===== src/sv/sat_pkg.sv =====
// sat_pkg: shared widths, codes and defaults for the sorted array table
`timescale 1ns / 1ps

package sat_pkg;

    // field widths
    localparam int KEY_W  = 32;
    localparam int CNT_W  = 5;
    localparam int IDX_W  = 4;
    localparam int FUNC_W = 2;
    localparam int STAT_W = 2;

    // stream payload widths, padded to whole bytes
    localparam int S_TDATA_W = 40;
    localparam int M_TDATA_W = 40;

    // configuration port
    localparam int CFG_IDX_W  = 1;
    localparam int CFG_DATA_W = 5;

    localparam int DEPTH_DEF = 16;

    // register reset values
    localparam logic [CNT_W-1:0] CAPACITY_RST = 5'd16;

    // register indexes
    localparam logic [CFG_IDX_W-1:0] REG_CAPACITY   = 1'b0;
    localparam logic [CFG_IDX_W-1:0] REG_DESCENDING = 1'b1;

    // operation codes
    localparam logic [FUNC_W-1:0] FUNC_INSERT = 2'd0;
    localparam logic [FUNC_W-1:0] FUNC_LOOKUP = 2'd1;
    localparam logic [FUNC_W-1:0] FUNC_REMOVE = 2'd2;

    // status codes
    localparam logic [STAT_W-1:0] ST_DONE  = 2'd0;
    localparam logic [STAT_W-1:0] ST_FULL  = 2'd1;
    localparam logic [STAT_W-1:0] ST_INDEX = 2'd2;

endpackage


===== src/sv/sorted_array_table.sv =====
// sorted_array_table: sorted key table with insert, lookup and remove
`timescale 1ns / 1ps
//
// Keeps up to DEPTH unsigned 32-bit keys in ascending or descending order.
// Input items arrive on s_tvalid/s_tready/s_tdata/s_tuser (tuser = operation),
// results leave on m_tvalid/m_tready/m_tdata/m_tuser (tuser = status), one
// result per item. Registers capacity and descending are written through
// cfg_valid/cfg_ready/cfg_index/cfg_data; cfg_ready is always high.
// All keys live in a single-port-write, single-port-read memory with a
// registered read, walked by a small sequencer; each stepped element takes a
// read, then a compare or a write. Sequencer work from acceptance to result:
//   insert at the end: scan every key, then write; into an empty table: write
//   insert elsewhere: scan to the slot, shift the tail, write
//   lookup: one read; remove: move each entry above the index down one place
//   remove of the last entry, refused items and the unused code: none
// s_tready is high only while the sequencer is idle, one item at a time; the
// next item can be taken in the cycle after a result is loaded.
// A finished result sits in the output register; the next item is taken while
// it waits, but its own result is held until m_tready frees the register.
// Reset (aresetn low, synchronous) empties the table, sets capacity to 16 and
// ascending order; memory contents are not cleared, entries above the count
// are never read.

module sorted_array_table
    import sat_pkg::*;
#(
    parameter int DEPTH = DEPTH_DEF
) (
    input  logic                  aclk,
    input  logic                  aresetn,
    // input item stream
    input  logic                  s_tvalid,
    output logic                  s_tready,
    input  logic [S_TDATA_W-1:0]  s_tdata,   // key[31:0], index[35:32], zero pad
    input  logic [FUNC_W-1:0]     s_tuser,   // func[1:0]
    // result stream
    output logic                  m_tvalid,
    input  logic                  m_tready,
    output logic [M_TDATA_W-1:0]  m_tdata,   // value[31:0], count[36:32], zero pad
    output logic [STAT_W-1:0]     m_tuser,   // status[1:0]
    // configuration writes
    input  logic                  cfg_valid,
    output logic                  cfg_ready,
    input  logic [CFG_IDX_W-1:0]  cfg_index,
    input  logic [CFG_DATA_W-1:0] cfg_data
);

    // count never exceeds 31, so at most 32 entries are ever addressed
    localparam int MEM_D = (DEPTH < 32) ? DEPTH : 32;
    localparam int MAW   = (MEM_D > 1) ? $clog2(MEM_D) : 1;
    localparam logic [CNT_W:0] DEPTH_CAP = (DEPTH > 32) ? 6'd32 : 6'(DEPTH);

    typedef enum logic [10:0] {
        S_IDLE     = 11'b00000000001,
        S_SCAN_RD  = 11'b00000000010,
        S_SCAN_CMP = 11'b00000000100,
        S_SHIFT_RD = 11'b00000001000,
        S_SHIFT_WR = 11'b00000010000,
        S_PUT      = 11'b00000100000,
        S_LOOK_RD  = 11'b00001000000,
        S_LOOK_DAT = 11'b00010000000,
        S_REM_RD   = 11'b00100000000,
        S_REM_WR   = 11'b01000000000,
        S_DONE     = 11'b10000000000
    } state_t;

    state_t              state_reg, state_next;
    logic [CNT_W-1:0]    count_reg, count_next;
    logic [CNT_W-1:0]    capacity_reg;
    logic                descending_reg;
    logic [KEY_W-1:0]    key_reg, key_next;
    logic [CNT_W-1:0]    pos_reg, pos_next;
    logic [CNT_W-1:0]    i_reg, i_next;
    logic [KEY_W-1:0]    value_reg, value_next;
    logic [STAT_W-1:0]   status_reg, status_next;
    logic                m_valid_reg;
    logic [M_TDATA_W-1:0] m_data_reg;
    logic [STAT_W-1:0]   m_user_reg;

    logic [KEY_W-1:0]    mem_reg [MEM_D];
    logic [KEY_W-1:0]    rdata_reg;
    logic [CNT_W-1:0]    rd_addr;
    logic [CNT_W-1:0]    wr_addr;
    logic [KEY_W-1:0]    wr_data;
    logic                wr_en;

    logic                s_accept;
    logic [CNT_W:0]      limit;
    logic [CNT_W-1:0]    in_idx;
    logic                key_ahead;

    assign s_tready  = (state_reg == S_IDLE);
    assign s_accept  = s_tvalid && s_tready;
    assign cfg_ready = 1'b1;
    assign m_tvalid  = m_valid_reg;
    assign m_tdata   = m_data_reg;
    assign m_tuser   = m_user_reg;

    assign in_idx = {1'b0, s_tdata[KEY_W +: IDX_W]};

    // capacity saturates at the table depth
    assign limit = ({1'b0, capacity_reg} > DEPTH_CAP) ? DEPTH_CAP : {1'b0, capacity_reg};

    // stored key comes strictly before the new key in the current order
    assign key_ahead = descending_reg ? (rdata_reg > key_reg) : (rdata_reg < key_reg);

    // configuration registers
    always_ff @(posedge aclk) begin
        if (!aresetn) begin
            capacity_reg   <= CAPACITY_RST;
            descending_reg <= 1'b0;
        end else if (cfg_valid && cfg_ready) begin
            case (cfg_index)
                REG_CAPACITY:   capacity_reg   <= cfg_data;
                REG_DESCENDING: descending_reg <= cfg_data[0];
                default: ;
            endcase
        end
    end

    // memory read address
    always_comb begin
        case (state_reg)
            S_SCAN_RD:  rd_addr = pos_reg;
            S_SHIFT_RD: rd_addr = i_reg - 5'd1;
            S_REM_RD:   rd_addr = i_reg + 5'd1;
            default:    rd_addr = i_reg;
        endcase
    end

    // memory write port
    always_comb begin
        wr_en   = 1'b0;
        wr_addr = i_reg;
        wr_data = rdata_reg;
        case (state_reg)
            S_SHIFT_WR: wr_en = 1'b1;
            S_REM_WR:   wr_en = 1'b1;
            S_PUT: begin
                wr_en   = 1'b1;
                wr_addr = pos_reg;
                wr_data = key_reg;
            end
            default: ;
        endcase
    end

    // key storage, registered read
    always_ff @(posedge aclk) begin
        if (wr_en) begin
            mem_reg[wr_addr[MAW-1:0]] <= wr_data;
        end
        rdata_reg <= mem_reg[rd_addr[MAW-1:0]];
    end

    // sequencer
    always_comb begin
        state_next  = state_reg;
        count_next  = count_reg;
        key_next    = key_reg;
        pos_next    = pos_reg;
        i_next      = i_reg;
        value_next  = value_reg;
        status_next = status_reg;
        case (state_reg)
            S_IDLE: begin
                if (s_accept) begin
                    key_next    = s_tdata[KEY_W-1:0];
                    value_next  = '0;
                    status_next = ST_DONE;
                    pos_next    = '0;
                    i_next      = in_idx;
                    state_next  = S_DONE;
                    case (s_tuser)
                        FUNC_INSERT: begin
                            if ({1'b0, count_reg} >= limit) begin
                                status_next = ST_FULL;
                            end else if (count_reg == '0) begin
                                state_next = S_PUT;
                            end else begin
                                state_next = S_SCAN_RD;
                            end
                        end
                        FUNC_LOOKUP: begin
                            if (in_idx >= count_reg) begin
                                status_next = ST_INDEX;
                            end else begin
                                state_next = S_LOOK_RD;
                            end
                        end
                        FUNC_REMOVE: begin
                            if (in_idx >= count_reg) begin
                                status_next = ST_INDEX;
                            end else if (in_idx + 5'd1 == count_reg) begin
                                count_next = count_reg - 5'd1;
                            end else begin
                                state_next = S_REM_RD;
                            end
                        end
                        default: ;
                    endcase
                end
            end
            S_SCAN_RD: begin
                state_next = S_SCAN_CMP;
            end
            S_SCAN_CMP: begin
                i_next = count_reg;
                if (key_ahead) begin
                    pos_next = pos_reg + 5'd1;
                    if (pos_reg + 5'd1 == count_reg) begin
                        state_next = S_PUT;
                    end else begin
                        state_next = S_SCAN_RD;
                    end
                end else begin
                    state_next = S_SHIFT_RD;
                end
            end
            S_SHIFT_RD: begin
                state_next = S_SHIFT_WR;
            end
            S_SHIFT_WR: begin
                i_next = i_reg - 5'd1;
                if (i_reg - 5'd1 == pos_reg) begin
                    state_next = S_PUT;
                end else begin
                    state_next = S_SHIFT_RD;
                end
            end
            S_PUT: begin
                count_next = count_reg + 5'd1;
                state_next = S_DONE;
            end
            S_LOOK_RD: begin
                state_next = S_LOOK_DAT;
            end
            S_LOOK_DAT: begin
                value_next = rdata_reg;
                state_next = S_DONE;
            end
            S_REM_RD: begin
                state_next = S_REM_WR;
            end
            S_REM_WR: begin
                i_next = i_reg + 5'd1;
                if (i_reg + 5'd2 == count_reg) begin
                    count_next = count_reg - 5'd1;
                    state_next = S_DONE;
                end else begin
                    state_next = S_REM_RD;
                end
            end
            S_DONE: begin
                if (!m_valid_reg || m_tready) begin
                    state_next = S_IDLE;
                end
            end
            default: begin
                state_next = S_IDLE;
            end
        endcase
    end

    // control registers
    always_ff @(posedge aclk) begin
        if (!aresetn) begin
            state_reg <= S_IDLE;
            count_reg <= '0;
        end else begin
            state_reg <= state_next;
            count_reg <= count_next;
        end
    end

    // per-item working registers
    always_ff @(posedge aclk) begin
        key_reg    <= key_next;
        pos_reg    <= pos_next;
        i_reg      <= i_next;
        value_reg  <= value_next;
        status_reg <= status_next;
    end

    // output register
    always_ff @(posedge aclk) begin
        if (!aresetn) begin
            m_valid_reg <= 1'b0;
        end else if (state_reg == S_DONE && (!m_valid_reg || m_tready)) begin
            m_valid_reg <= 1'b1;
        end else if (m_tready) begin
            m_valid_reg <= 1'b0;
        end
    end

    always_ff @(posedge aclk) begin
        if (state_reg == S_DONE && (!m_valid_reg || m_tready)) begin
            m_data_reg <= {3'b000, count_reg, value_reg};
            m_user_reg <= status_reg;
        end
    end

    // an accepted item always starts the sequencer
    a_busy_after_accept: assert property (@(posedge aclk) disable iff (!aresetn)
        s_accept |=> !s_tready)
        else $error("input taken again right after an accepted item");

    // writes stay inside the table depth
    a_write_in_range: assert property (@(posedge aclk) disable iff (!aresetn)
        wr_en |-> ({1'b0, wr_addr} < DEPTH_CAP))
        else $error("memory write beyond table depth");

    // the shift never passes the insert slot
    a_shift_above_slot: assert property (@(posedge aclk) disable iff (!aresetn)
        (state_reg == S_SHIFT_RD) |-> (i_reg > pos_reg))
        else $error("shift index at or below insert position");

endmodule

===== config.mk =====
export PLATFORM = sky130hd
export DESIGN_NAME = sorted_array_table
export DESIGN_NICKNAME = d
export VERILOG_FILES = /design/src/sv/sat_pkg.sv /design/src/sv/sorted_array_table.sv
export SDC_FILE = /design/constraint.sdc
export NUM_CORES = 1
export LEC_CHECK = 0
export BUFFER_PORTS_ARGS = -buffer_cell sky130_fd_sc_hd__buf_4
export CORE_MARGIN = 2
export CORE_UTILIZATION = 40
export CTS_CLUSTER_DIAMETER = 60
export DETAILED_ROUTE_END_ITERATION = 6
export GPL_TIMING_DRIVEN = 0
export PLACE_DENSITY_LB_ADDON = 0.15
export REMOVE_ABC_BUFFERS = 1
export SYNTH_ARGS = -nofsm -noshare
export SYNTH_HDL_FRONTEND = slang
export SYNTH_SLANG_ARGS = --single-unit

===== constraint.sdc =====
create_clock -name aclk -period 11.7 [get_ports aclk]
set_clock_uncertainty 0.2 [all_clocks]
set_input_delay 2.34 -clock aclk [delete_from_list [all_inputs] [get_ports aclk]]
set_output_delay 2.34 -clock aclk [all_outputs]
set_load 0.005 [all_outputs]

=== Word level (Yosys, flattened, before mapping) ===
Memories as Yosys holds them, arrays and structs flattened. A register that Yosys moved wholly into a read port is not among the register bits.
Cells that the tools add are included.

* Register bits: 138
* RAM bits: 512
* Input bits: 53
* Output and inout port bits: 45
* Memories: 1

* Add/subtract/negate cells: 7
* Order comparisons: 5
* Eq/ne operators: 24
* Muxes and demuxes: 39
* Bitwise logic cells: 1
* Reductions and logical operators: 22

{| class="wikitable"
|+ Memory list
! memory !! depth !! width !! read ports !! clocked after Yosys merged registers in !! write ports !! line !! source
|-
| mem_reg || 16 || 32 || 1 || 1 || 1 || sorted_array_table.sv:80 || <nowiki>logic [KEY_W-1:0] mem_reg [MEM_D];</nowiki>
|}

{| class="wikitable"
|+ Operators with widths
! operator !! count
|-
| 11-bit one-hot mux with 10 select lines || 1
|-
| 11-bit 2-to-1 mux || 8
|-
| 32-bit 2-to-1 mux || 2
|-
| 32-bit one-hot mux with 2 select lines || 1
|-
| 5-bit 2-to-1 mux || 9
|-
| 11-bit one-hot mux with 3 select lines || 1
|-
| 32-bit greater-than comparator || 1
|-
| 32-bit < comparator || 1
|-
| 5-bit == test || 4
|-
| 5-bit one-hot mux with 4 select lines || 1
|-
| 6-bit 2-to-1 mux || 3
|-
| 5-bit by 1-bit adder with 5-bit output (second input constant) || 3
|-
| 5-bit one-hot mux with 3 select lines || 1
|-
| 4-bit one-hot mux with 3 select lines || 1
|-
| 2-bit AND reduction || 6
|-
| 11-bit by 1-bit == test with 1-bit output (second input constant) || 1
|-
| 11-bit by 10-bit == test with 1-bit output (second input constant) || 1
|-
| 11-bit == test (second input constant) || 1
|-
| 11-bit by 2-bit == test with 1-bit output (second input constant) || 1
|-
| 11-bit by 3-bit == test with 1-bit output (second input constant) || 1
|-
| 11-bit by 4-bit == test with 1-bit output (second input constant) || 1
|-
| 11-bit by 5-bit == test with 1-bit output (second input constant) || 1
|-
| 11-bit by 6-bit == test with 1-bit output (second input constant) || 1
|-
| 11-bit by 7-bit == test with 1-bit output (second input constant) || 1
|-
| 30 further kinds || 46
|}

=== Logic depth before layout (Yosys ltp) ===
Gate-level depths: netlist (run 1).

* Word-level depth: 7
* Depth in mapped cells: 14
* Gate-level depth less buffers: 10

=== Worst setup path after synthesis (run 1) ===
Ideal clock, no wire load.

* Path type: input to register
* From: input m_tready
* To: register m_data_reg[0] (netlist: m_tdata[0]), enable pin
* Setup time: 0.435 ns
* Arrival: 4.049 ns
* Setup slack: 7.016 ns
* Stages: 2
* Buffers on the path: 0
* Cell sequence: nor2b_1 > nor2_1

* Longest elaborated chain between the ends: 2

{| class="wikitable"
|+ RTL lines
! element !! line !! source
|-
| start: declaration || sorted_array_table.sv:38 || <nowiki>input logic m_tready,</nowiki>
|-
| 1-bit logical OR || sorted_array_table.sv:297 || <nowiki>if (state_reg == S_DONE && (!m_valid_reg || m_tready)) begin</nowiki>
|-
| 1-bit logical AND || sorted_array_table.sv:297 ||
|-
| end signal: assignment || sorted_array_table.sv:298 || <nowiki>m_data_reg <= {3'b000, count_reg, value_reg};</nowiki>
|-
| end: declaration || sorted_array_table.sv:77 || <nowiki>logic [M_TDATA_W-1:0] m_data_reg;</nowiki>
|}

Every way passes these cells.
A chain may end at the register's enable or synchronous reset.

=== Final worst setup path (run 1) ===
* From: register i_reg[1]
* To: register rdata_reg[29] (read register of mem_reg)

* Longest elaborated chain between the ends: 2
* Elaborated cells on any way between the ends: 3
* Classes of those cells: add/sub: 2; mux: 1

{| class="wikitable"
|+ RTL lines
! element !! line !! source
|-
| start: declaration || sorted_array_table.sv:73 || <nowiki>logic [CNT_W-1:0] i_reg, i_next;</nowiki>
|-
| start signal: assignment || sorted_array_table.sv:280 || <nowiki>i_reg <= i_next;</nowiki>
|-
| 5-bit by 1-bit adder with 5-bit output or 5-bit by 1-bit subtractor with 5-bit output (tied branches) || - ||
|-
| 4-bit one-hot mux with 3 select lines * || sorted_array_table.sv:123 || <nowiki>case (state_reg)</nowiki>
|-
| end: declaration || sorted_array_table.sv:81 || <nowiki>logic [KEY_W-1:0] rdata_reg;</nowiki>
|}

Every way passes the cells marked *; elsewhere a longest branch is shown, timed or not.

==> results of run 1 <==
==> per-layer routing <==
layer	share of wire	vias to the layer above	track usage
met5	0	-	0
met4	0.034	0	0.08476
met3	0.053	143	0.03497
met2	0.47	570	0.3422
met1	0.44	8878	0.2836
li1	-	7944	-
==> kinds of logic (layout without fill, tap and decap cells) <==
logic type / count (synthesis) / count (layout) / synth area share
fa+ha+maj: 56 / 56 / 0.02490
compound gates: 392 / 392 / 0.09934
buf+inv: 197 / 337 / 0.03071
xor+xnor: 35 / 35 / 0.01078
other cells: 2 / 4 / 0.0002641
mux: 75 / 75 / 0.02640
simple gates: 545 / 545 / 0.1069
flops: 682 / 682 / 0.7007
==> final cells by class <==
| cell class | count | area (um2) |
|---|---|---|
| fillers | 6054 | 36790 |
| clock buffers | 111 | 2197 |
| repair buffers | 142 | 1805 |
| well taps | 940 | 1176 |
| flip-flops and latches | 682 | 19930 |
| clock inverters | 30 | 320.3 |
| multi-input cells | 1107 | 7848 |
| inverters | 54 | 205.2 |
==> cell usage in the layout, fill, tap and decap left out, types with 23 or more instances in the layout <==
cell and instances:
a211oi_1 60, a21oi_1 30, a221oi_1 67, a32oi_1 63, and2_1 35, and3_1 63, and4_1 89, buf_4 92
clkbuf_16 79, dfxtp_1 55, edfxtp_1 627, ha_1 55, inv_1 51, mux2i_1 75, nand2_1 193, nor2_1 34
o21ai_0 65, o21ai_1 37, xnor2_1 23
==> synthesized netlist by cell type, types with 30 or more instances <==
cell type    n  area, um2
clkbuf_1    84      315.3
a221oi_1    67      586.8
a21oi_1     30      150.1
o21ai_0     95      475.5
dfxtp_1     55       1101
and4_1      89      779.5
and3_1      66      412.9
and2_1      37      231.5
a211oi_1    60      450.4
nand2_1    195      732.0
mux2i_1     75      750.7
edfxtp_1   627      18830
a32oi_1     63      551.8
inv_1       53      198.9
buf_2       41      205.2
nor2_1      51      191.4
ha_1        55      688.2
==> worst max-delay path, stage by stage, from the launching register on <==
cell and delay, ps:
edfxtp_1 640, inv_1 210, ha_1 470, or3_1 460
o2111ai_4 690, buf_16 250, nand3_4 460, buf_16 430
buf_16 270, buf_16 250, a221oi_1 330, o21ai_0 130
and4_1 190
==> worst paths after layout <==
kind / startpoint / endpoint / cells past startpoint
worst min-delay path: value_reg[11]$_SDFFCE_PN0P_ / m_tdata[11]$_DFFE_PP_ / 0
worst max register to register: i_reg[1]$_DFFE_PP_ / rdata_reg[29]$_DFF_P_ / 12
worst min register to register: value_reg[11]$_SDFFCE_PN0P_ / m_tdata[11]$_DFFE_PP_ / 0
worst max-delay path: i_reg[1]$_DFFE_PP_ / rdata_reg[29]$_DFF_P_ / 12
==> metrics by stage <==
stage | cells | area [um2] | setup WS, ps | power [mW]
after floorplan | 1843 | 27780 | 3619 | 3.907
after global placement | 2872 | 29620 | -1640 | 4.398
after detailed placement | 2922 | 30940 | 6591 | 4.445
after CTS | 3063 | 33460 | 6558 | 6.841
after global routing | 3066 | 33480 | 6263 | 7.069
final | 3066 | 33480 | 6498 | 6.792
==> power by group <==
| group | internal [mW] | switching [mW] |
|---|---|---|
| registers | 3.06 | 0.0886 |
| clock network | 1.42 | 0.970 |
| logic | 0.392 | 0.857 |
| total | 4.88 | 1.92 |
==> impl_metrics.tcl, run 1 <==
set metrics [dict create \
    status "complete, no violations" \
    yosys_warnings 0 \
    gp_routability_congestion 0.8129 \
    root_buffer "clkbuf_16" \
    worstHoldPathType "reg2reg" \
    n_antenna_cell 0 \
    slew_headroom 0.1262 \
    row_count 97 \
    first_global_vias 17250 \
    maximum_number_of_pins_on_one_net_before_global_route_repair 72 \
    clock_period_minus_final_worst_setup_slack_ps 5202 \
    die_extent_in_x_um 270.6 \
    floorplan.io_pins 98 \
    placement.io_buffers 89 \
    core_area_um2 70270 \
    critPathArrivalTime_ps 5500 \
    mean_instance_size_in_the_synthesized_netlist_um2 14.33 \
    grt_pass1_wl_mm 114.0 \
    ys_seq_elements 682 \
    number_of_enable_flip_flop_cells_after_synthesis 627 \
    sequential_fraction_of_the_synthesis_area 0.7007 \
    synth-main-ff-cell "edfxtp_1" \
    start_kind "register" \
    worst-path-max-fanout 59 \
    worst_skew_pair_latency_ps 610 \
    count_of_hold_fix_buffers_inserted_at_cts 0 \
    final_layout_size_suffix_gt1_frac 0.1411 \
    drt_drc_violations_left 0 \
    post_cts_resized 0 \
    final.hold.worst_slack_ps 219.0 \
    grt.overflow.total 0 \
    worst_ep_required_time_ps 12000 \
    clk_transition_reported_paths_ps 60 \
    max_clock_freq_mhz 192.2 \
    antenna_found_initial 1 \
    setup.reg_to_reg.worst_slack_ps 6500 \
    cts_inserted_buffers 76 \
    1st_iter_drt_viols 1462 \
    global_route.usage.total 0.2112 \
    fin_nets 2172 \
    crit_type "reg2reg" \
    netlist_area_um2 28440 \
    async_set_or_reset_register_ratio_after_synthesis 0 \
    peakVddDrop_mv 0.1059 \
    number_of_flip_flops_in_the_largest_register 512 \
    cts-root-to-sink-buffers 3 \
    tns_ps 0 \
    chipHeight_um 270.6 \
    leakage_nw 11.50 \
    totalWireLength_mm 78.28 \
    postCtsSetupRepairBufs 0 \
    starting_utilization_of_the_core_area 0.4047 \
    cts_tree "yes" \
    vias 17540 \
    pwr_density_cell_nw_per_um2 202.9 \
    cts.htree.levels 3 \
    rsz0062_at_grt "false" \
    post_synth_inst_count 1984 \
    final_min_period_over_clock_period 0.4446 \
    floorplan.die_area_um2 73250 \
    detail-route-antenna-nets 0 \
    worst_setup_path_end_kind "register" \
    yosys.cell_types.count 73 \
    slew_violations 0 \
    drv.max_cap_violation_count 0 \
    final-hold-violation-count 0 \
    syn_to_final_growth_pct 17.73 \
    detailed_place_hpwl_mm 46.66 \
    setup_viol 0 \
    finalCoreUtilization 0.4765 \
    slew_of_the_pin_with_the_lowest_slew_margin_ps 1311 \
    routed_via_density 5.719 \
    drtPass1Iterations 5 \
    wl_per_cell_um 25.53 \
    clock_sinks 682 \
]
Note: power is estimated with default switching activity, not from simulation.
==> run 2, diff against run 1 <==
- ABC_AREA: default -> 1
- clock period: 11.7 -> 4.9 ns (I/O delays scaled with it)
==> run 2 against run 1 <==
Compared with the run above: routed wire length increased by 4.8%; synthesized cell count is 45% higher; maximum frequency rose by 26%; total power grew to 3.0 times the previous value; largest power group unchanged.
==> impl_metrics.tcl, run 2 <==
set metrics [dict create \
    final_layout_size_suffix_gt1_frac 0.1066 \
    min_delay_worst_endpoint "m_tdata[21]$_DFFE_PP_" \
    timing.hold.worst_path_depth 0 \
    startpoint_of_the_most_critical_register_to_register_path "state_reg[10]$_SDFFE_PN0P_" \
    n_antenna_cell 0 \
    drv.max_cap_violation_count 0 \
    routed_via_density 5.104 \
    die_extent_in_x_um 278.3 \
    async_set_or_reset_register_ratio_after_synthesis 0 \
    final-hold-violation-count 0 \
    drtPass1Iterations 5 \
    power.share.clock 0.275 \
    postPlaceCellArea_um2 32790 \
    max_clock_freq_mhz 242.1 \
    r2r_end "mem_reg[2][4]$_DFFE_PP_" \
    row_count 100 \
    setup_viol 0 \
    core_area_um2 74450 \
    p_int_mw 13.14 \
    number_of_enable_flip_flop_cells_after_synthesis 627 \
    post_synth_most_frequent_cells "nand2_1, edfxtp_1, nand3_1, inv_1, nor2_1" \
    sequentialPowerShare 0.390 \
    layout.cell_area.non_filler_um2 35320 \
    syn_to_final_growth_pct 17.36 \
    postCtsSetupRepairBufs 0 \
    mean_instance_size_in_the_synthesized_netlist_um2 10.48 \
    global_route.usage.total 0.2116 \
    wl_per_cell_um 20.56 \
    detail-route-antenna-nets 0 \
    yosys.cell_types.count 44 \
    design_power_total_mw 20.60 \
    yosys.cell_count.top_type "nand2_1" \
    synth_area_leader_cell "edfxtp_1" \
    vias 20370 \
    ys_seq_elements 682 \
    floorplan.io_pins 98 \
    post_cts_resized 0 \
    final_min_period_over_clock_period 0.8431 \
    start_kind "register" \
    worstHoldPathType "reg2reg" \
    min-delay-start "value_reg[21]$_SDFFCE_PN0P_" \
    final_common_cell "nand2_1" \
    worst-r2r-cell-count 8 \
    clk_transition_reported_paths_ps 60 \
    antenna_found_initial 1 \
    finalCoreUtilization 0.4744 \
    sequential_fraction_of_the_synthesis_area 0.6623 \
    netlist_area_um2 30090 \
    n_fill_cell 6681 \
    power.switching_mw 7.454 \
    1st_iter_drt_viols 1638 \
    grt.overflow.total 0 \
    detailed_place_hpwl_mm 50.82 \
    cts_inserted_buffers 79 \
    placement.io_buffers 89 \
    cts.htree.levels 3 \
    share_of_total_power_in_combinational_logic 0.335 \
    clock_period_minus_final_worst_setup_slack_ps 4131 \
    root_buffer "clkbuf_16" \
    grt.met2_usage 0.3518 \
    worst_setup_path_end_kind "register" \
    totalWireLength_mm 82.05 \
    number_of_flip_flops_in_the_largest_register 512 \
    floorplan.die_area_um2 77430 \
    maximum_number_of_pins_on_one_net_before_global_route_repair 111 \
    count_of_hold_fix_buffers_inserted_at_cts 0 \
    cts-root-to-sink-buffers 3 \
    most_crowded_layer_after_global_routing "met2" \
    post_synth_inst_count 2872 \
    setup.reg_to_reg.worst_slack_ps 770 \
    grt.met1_usage 0.2836 \
    critPathArrivalTime_ps 4230 \
    worst_skew_pair_latency_ps 620 \
    yosys-top-cells-area "edfxtp_1, nand3_1, nand2_1, inv_1, dfxtp_1" \
    yosys_warnings 0 \
    gp_routability_congestion 0.7873 \
    crit_type "reg2reg" \
    grtUsageMet3 0.03064 \
    rsz0062_at_grt "false" \
    pwr_density_cell_nw_per_um2 583.2 \
    status "complete, no violations" \
    synth-main-ff-cell "edfxtp_1" \
    starting_utilization_of_the_core_area 0.4042 \
    slew_of_the_pin_with_the_lowest_slew_margin_ps 1124 \
    power.switching_fraction 0.3619 \
    worst-path-max-fanout 18 \
    worst_ep_required_time_ps 4990 \
    slew_violations 0 \
    peakVddDrop_mv 0.4274 \
    synth.top_cell.area_share 0.6257 \
    clock_sinks 682 \
    first_global_vias 19600 \
    cts_tree "yes" \
    fin_nets 3067 \
    slew_headroom 0.2453 \
    final_cell_mix "nand2_1, edfxtp_1, nand3_1, inv_1, nor2_1" \
    chipHeight_um 278.3 \
    leakage_nw 14.61 \
    grt_pass1_wl_mm 122.5 \
    drt_drc_violations_left 0 \
]
## run 2: cell count changes after synthesis, moves of 63 or more
cell / before / now
nand3_1: 18 / 605
nand2_1: 195 / 685
inv_1: 53 / 384
and4_1: 89 / 0
mux2i_1: 75 / 0
buf_2: 41 / 111
clkbuf_1: 84 / 15
a221oi_1: 67 / 0
nor2_1: 51 / 117
and3_1: 66 / 1
a32oi_1: 63 / 0
## run 2: layer usage
metal,wire [um],share of wire,vias to the layer above
met3,4492,0.055,133
met5,18,0.00022,-
li1,-,-,9820
met1,35810,0.44,9841
met4,2465,0.030,2
met2,39260,0.48,575
## run 2: stage by stage
stage / hold slack (ps) / TNS (ps) / setup WS (ps) / instances
CTS: 220.1 / 0 / 742.6 / 3991
floorplan: 200.3 / -418030 / -6935 / 2724
finish: 217.4 / 0 / 768.6 / 3991
global placement: 203.2 / -4960930 / -19120 / 3782
detailed placement: 205.7 / 0 / 770.9 / 3846
global route: 224.7 / 0 / 486.9 / 3991
## run 2: cell families after synthesis
kind of cell             Yosys count  share of synthesized area
AND/OR/NAND/NOR                 1455                     0.2112
flip-flops                       682                     0.6623
buffers and inverters            539                    0.07497
AO/OA/AOI/OAI                    114                    0.02079
adder cells (fa/ha/maj)           56                    0.02354
XOR/XNOR                          24                   0.006986
other                              2                  0.0002496
## run 2: critical path: stages (launching register included)
cell     delay (ps)
dfxtp_1         330
nor2_1          140
nand2_1         130
nor2_2          240
nand4_1         570
o21ai_0         610
nand3_1         430
nor2_4          860
buf_12          280
## run 2: worst max-delay path by stage
stage | startpoint | endpoint | slack, ps | cells past startpoint
6_report | state_reg[10]$_SDFFE_PN0P_ | mem_reg[2][4]$_DFFE_PP_ | 770 | 8
4_1_cts | state_reg[3]$_SDFFE_PN0P_ | mem_reg[2][18]$_DFFE_PP_ | 740 | 8
3_3_place_gp | state_reg[0]$_SDFFE_PN1P_ | rdata_reg[23]$_DFF_P_ | -19120 | 12
2_1_floorplan | state_reg[0]$_SDFFE_PN1P_ | rdata_reg[21]$_DFF_P_ | -6930 | 13
5_1_grt | state_reg[3]$_SDFFE_PN0P_ | mem_reg[2][4]$_DFFE_PP_ | 490 | 8
3_5_place_dp | state_reg[3]$_SDFFE_PN0P_ | mem_reg[2][26]$_DFFE_PP_ | 770 | 8
## run 2: power groups by stage
stage	registers (mW)	logic (mW)	clock network, mW
floorplan	8.02	4.42	0
global placement	8.22	6.22	0
detailed placement	8.18	6.91	0
CTS	8.06	6.95	5.79
global route	8.10	7.73	6.01
finish	8.04	6.89	5.67
## run 2: area by class of cell
cell class	instances	area, um2	area share
sequential	682	19930	0.5643
clock inverter	39	279.0	0.007901
inverter	389	1465	0.04149
timing repair buffer	153	2062	0.05839
clock buffer	106	2243	0.06353
multi-input combinational	1653	8124	0.2300
tap	969	1212	0.03433
